## config.mk

```make
export PLATFORM = sky130hd
export DESIGN_NAME = cau_cfg
export DESIGN_NICKNAME = d
export VERILOG_FILES = /design/src/hdl/cau_pkg.sv /design/src/hdl/cau_cfg.sv
export SDC_FILE = /design/constraint.sdc
export NUM_CORES = 1
export LEC_CHECK = 0
export BUFFER_PORTS_ARGS = -buffer_cell sky130_fd_sc_hd__buf_2
export CORE_MARGIN = 4
export CORE_UTILIZATION = 38
export DETAILED_ROUTE_END_ITERATION = 12
export PLACE_DENSITY_LB_ADDON = 0.08
export SKIP_CTS_REPAIR_TIMING = 1
export SYNTH_ARGS = -nofsm -noshare
export SYNTH_HDL_FRONTEND = slang
export SYNTH_SLANG_ARGS = --single-unit
export TNS_END_PERCENT = 30
```

## constraint.sdc

```tcl
create_clock -name clk -period 0.9 [get_ports clk]
set_input_delay 0.18 -clock clk [delete_from_list [all_inputs] [get_ports clk]]
set_output_delay 0.18 -clock clk [all_outputs]
set_load 0.1 [all_outputs]
```

## src/hdl/cau_pkg.sv

```systemverilog
// Shared types and constants for the convolution accumulator unit.
`timescale 1ns / 1ps
`default_nettype none

package cau_pkg;

  localparam int ADDR_W     = 3;
  localparam int DATA_W     = 32;
  localparam int WIN_REG_W  = 6;
  localparam int LEN_W      = 24;
  localparam int MASK_W     = 31;
  localparam int HALF_W     = 64;
  // wide enough to hold any window size up to the largest supported window
  localparam int WIN_CMP_W  = 7;

  localparam logic [WIN_REG_W-1:0] WINDOW_RESET = 6'd24;
  localparam logic [LEN_W-1:0]     LENGTH_RESET = 24'd1;
  localparam logic [WIN_CMP_W-1:0] WINDOW_MIN   = 7'd2;

  typedef enum logic {
    REG_WINDOW_SIZE   = 1'b0,
    REG_VECTOR_LENGTH = 1'b1
  } reg_idx_t;

  typedef struct packed {
    logic [WIN_REG_W-1:0] window_size;
    logic [LEN_W-1:0]     vector_length;
  } cfg_t;

  typedef struct packed {
    logic [HALF_W-1:0] lo;
    logic [HALF_W-1:0] hi;
    logic [HALF_W-1:0] lo2;
    logic [HALF_W-1:0] hi2;
  } elem_t;

endpackage

`default_nettype wire

```

## src/hdl/cau_cfg.sv

```systemverilog
// APB register block holding window size and vector length.
`timescale 1ns / 1ps
`default_nettype none

module cau_cfg (
  input  wire logic                        clk,
  input  wire logic                        rst,
  input  wire logic                        psel,
  input  wire logic                        penable,
  input  wire logic                        pwrite,
  input  wire logic [cau_pkg::ADDR_W-1:0]  paddr,
  input  wire logic [cau_pkg::DATA_W-1:0]  pwdata,
  output logic      [cau_pkg::DATA_W-1:0]  prdata,
  output logic                             pready,
  output cau_pkg::cfg_t                    cfg
);
  import cau_pkg::*;

  logic     wr_en;
  reg_idx_t idx;

  assign pready = 1'b1;
  assign wr_en  = psel && penable && pwrite;
  // registers sit on 4-byte boundaries; low address bits are ignored
  assign idx    = reg_idx_t'(paddr[2]);

  always_ff @(posedge clk) begin
    if (rst) begin
      cfg.window_size   <= WINDOW_RESET;
      cfg.vector_length <= LENGTH_RESET;
    end else if (wr_en) begin
      unique case (idx)
        REG_WINDOW_SIZE:   cfg.window_size   <= pwdata[WIN_REG_W-1:0];
        REG_VECTOR_LENGTH: cfg.vector_length <= pwdata[LEN_W-1:0];
        default: ;
      endcase
    end
  end

  always_comb begin
    prdata = '0;
    unique case (idx)
      REG_WINDOW_SIZE:   prdata = DATA_W'(cfg.window_size);
      REG_VECTOR_LENGTH: prdata = DATA_W'(cfg.vector_length);
      default:           prdata = '0;
    endcase
  end

endmodule

`default_nettype wire

```

==> qor.csv <==
stage,metric,value,unit
outcome,status,"finished, violations left",
outcome,violations,negative setup slack,
cells_and_area,regMostFlops,cfg,
logic_synthesis,synth_top_family_by_area,simple AND/OR/NAND/NOR gates,
run,maxCapViolCount,0,
sta,period_share,139,%
logic_synthesis,synth_enable_flop_cells,0,
critical_path,path_cells,"mux2_4, buf_12",
cts,cts-buffers-inserted,5,
logic_synthesis,synth_cell_types,15,
floorplanning,die_x,73.4,um
logic_synthesis,ys_warn_count,0,
logic_synthesis,syn_area,0.00162,sq mm
critical_path,slowest_delay,340,ps
cells_and_area,drive_gt1_share,64.5,%
critical_path,cp_data_arrival_time,1070,ps
placed_design,portBuffers,83,
sta,fin_crit,1250,ps
power_and_ir_drop,swShare,35.3,%
power_and_ir_drop,combPwrFrac,33.7,%
critical_path,r2r_end,cfg[27],
floorplanning,pin_count,103,
routing,first_pass_iters,4,
floorplanning,fp.coreArea,0.00406,sq mm
logic_synthesis,async_flop_share,0,%
sta,fin_skew,0,ps
logic_synthesis,avgSynthCellArea,9.78,sq um
sta,clock.fmax,0.798,GHz
placed_design,dpl_cell_area,0.00323,sq mm
cells_and_area,fin_area,0.00342,sq mm
logic_synthesis,syn_inst,166,
power_and_ir_drop,pwr-share-seq,37.7,%
routing,vias_per_cell,4.56,
cells_and_area,top_regs,cfg x30,
critical_path,path_max_fanout,2,
critical_path,endpoint,prdata[0],
cells_and_area,post-route-util,84.4,%
cts,cts_tree,yes,
power_and_ir_drop,p_leak,0.00147,uW
sta,grt_setup_unrepaired,yes,
placed_design,post-dp-hpwl,3.60,mm
grt,grt_max_degree,38,
grt,grt_pass1_vias,1511,
critical_path,worstSetupPathType,register to output port,
cts,root_buffer,clkbuf_8,
power_and_ir_drop,ir_drop,0.902,mV
routing,drc,0,
logic_synthesis,ys_seq_elements,30,
logic_synthesis,ys.flop_type,dfxtp_1,
grt,grt_use_total,17.2,%
critical_path,rrSetupSlack,130,ps
grt,antenna_found_initial,0,
routing,finalWirelength,4.61,mm
cts,cts_sinks,30,
power_and_ir_drop,clkPwrFrac,28.6,%
cells_and_area,fin_nets,316,
sta,hold_ws,145,ps
min_path,hold_path.class,input pin to register,
critical_path,rr_worst_depth,3,
cts,path_clk_slew,60,ps
cells_and_area,area_growth,111,%
sta,fin_tns_setup,-10960,ps
power_and_ir_drop,power.density,1020,mW/mm^2
critical_path,required,720,ps
logic_synthesis,ys_seq_area_share,37.0,%
floorplanning,dieArea,0.00538,sq mm
cts,worstSkewPairLatency,280,ps
critical_path,r2r-start,cfg[27],
routing,ant_nets,0,
sta,hold_viol,0,
placed_design,place_inst,312,
logic_synthesis,synthAdderAreaFrac,0,%
floorplanning,num_rows,23,
critical_path,critical_path.startpoint,cfg[24],
power_and_ir_drop,internal-power,2260,uW
floorplanning,die-height,73.4,um
floorplanning,start_util,40.0,%
sta,setup_viol_count_final,54,
cells_and_area,diodes,0,
routing,wl_per_cell,14.1,um
routing,route.vias.total,1486,
cells_and_area,fin_cells,326,
cts,htree_levels,2,
logic_synthesis,synth-simple-area-share,29.6,%
grt,grt_pass1_wl,7.16,mm
sta,drv_slew,0,
logic_synthesis,synth_compound_area_share,0,%
cts,clock_path_buffers,2,
placed_design,gp_congestion,0.691,
critical_path,cp_slowest_cell,dfxtp_4,
routing,drt-initial-drc-count,59,
grt,globalRouteOverflowTotal,0,
sta,finalWorstSetupSlack,-353,ps
cells_and_area,largest_reg_flops,30,
logic_synthesis,synth.area.mux_share,22.7,%
logic_synthesis,synth_xor_area_share,0,%
critical_path,end_kind,output port,
power_and_ir_drop,p_sw,1230,uW
critical_path,cp-start-kind,register,
power by group through the flow:
stage | registers [uW] | clock network, uW | logic, uW
after CTS | 1320 | 1040 | 1150
after detailed placement | 1350 | 0 | 1150
after global placement | 1350 | 0 | 1140
after floorplan | 1550 | 0 | 575
final | 1320 | 1000 | 1180
after global routing | 1320 | 1100 | 1220
cell type report:
class | instances | area, sq um
timing repair buffer | 117 | 1610
multi-input combinational | 122 | 958
clock buffer | 7 | 76.3
tap | 50 | 62.6
fill | 227 | 633
sequential | 30 | 713
cells in the mapped netlist (2+ instances only):
master / count / share of area [%]
and2_1: 18 / 6.9
buf_12: 2 / 2.5
buf_2: 2 / 0.62
buf_4: 9 / 4.2
clkbuf_1: 6 / 1.4
conb_1: 2 / 0.46
dfxtp_1: 30 / 37
mux2_2: 6 / 4.2
mux2i_1: 30 / 19
nand2b_1: 51 / 20
nor2_1: 6 / 1.4
routing by layer:
metal	vias up	GRT usage [%]	part of all wire, %
li1	733	-	-
met5	-	0	0
met3	4	6.70	9.2
met4	0	3.02	0.89
met1	685	20.1	38
met2	64	30.0	51
logic make-up after synthesis:
| kind of cell | Yosys count |
|---|---|
| and+or+nand+nor | 77 |
| DFF | 30 |
| muxes | 36 |
| other | 2 |
| buffers and inverters | 21 |
cells in the final DEF (no fill, tap or decap):
cell | netlist | final
clkbuf_8 | 0 | 5
dfxtp_4 | 0 | 30
clkbuf_4 | 0 | 1
buf_6 | 1 | 18
nor2_1 | 6 | 6
buf_2 | 2 | 28
buf_12 | 2 | 59
and2_4 | 0 | 18
buf_4 | 9 | 11
mux2i_1 | 30 | 30
conb_1 | 2 | 9
and4_4 | 1 | 1
clkbuf_1 | 6 | 2
nand4b_4 | 0 | 1
mux2_4 | 0 | 6
nand2b_1 | 51 | 51
critical path, delay by kind of cell (launching register included):
kind	cells	cell delay, ps
mux	1	280
flops	1	340
buf+inv	1	170
through the flow:
step                total power [uW]  worst slack (ps)
finish                          3490              -353
global route                    3640              -384
CTS                             3520              -362
detailed placement              2500              -263
global placement                2480              -259
floorplan                       2130              -207
worst min-delay path by stage:
stage / to / cells after the start / from / slack (ps)
2_1_floorplan: cfg[24] / 2 / pwdata[0] / 320
3_3_place_gp: cfg[19] / 3 / pwdata[19] / 430
3_5_place_dp: cfg[8] / 3 / pwdata[8] / 440
4_1_cts: cfg[8] / 3 / pwdata[8] / 140
5_1_grt: cfg[7] / 3 / pwdata[7] / 150
6_report: cfg[23] / 3 / pwdata[23] / 140
(Power assumes the default switching activity.)
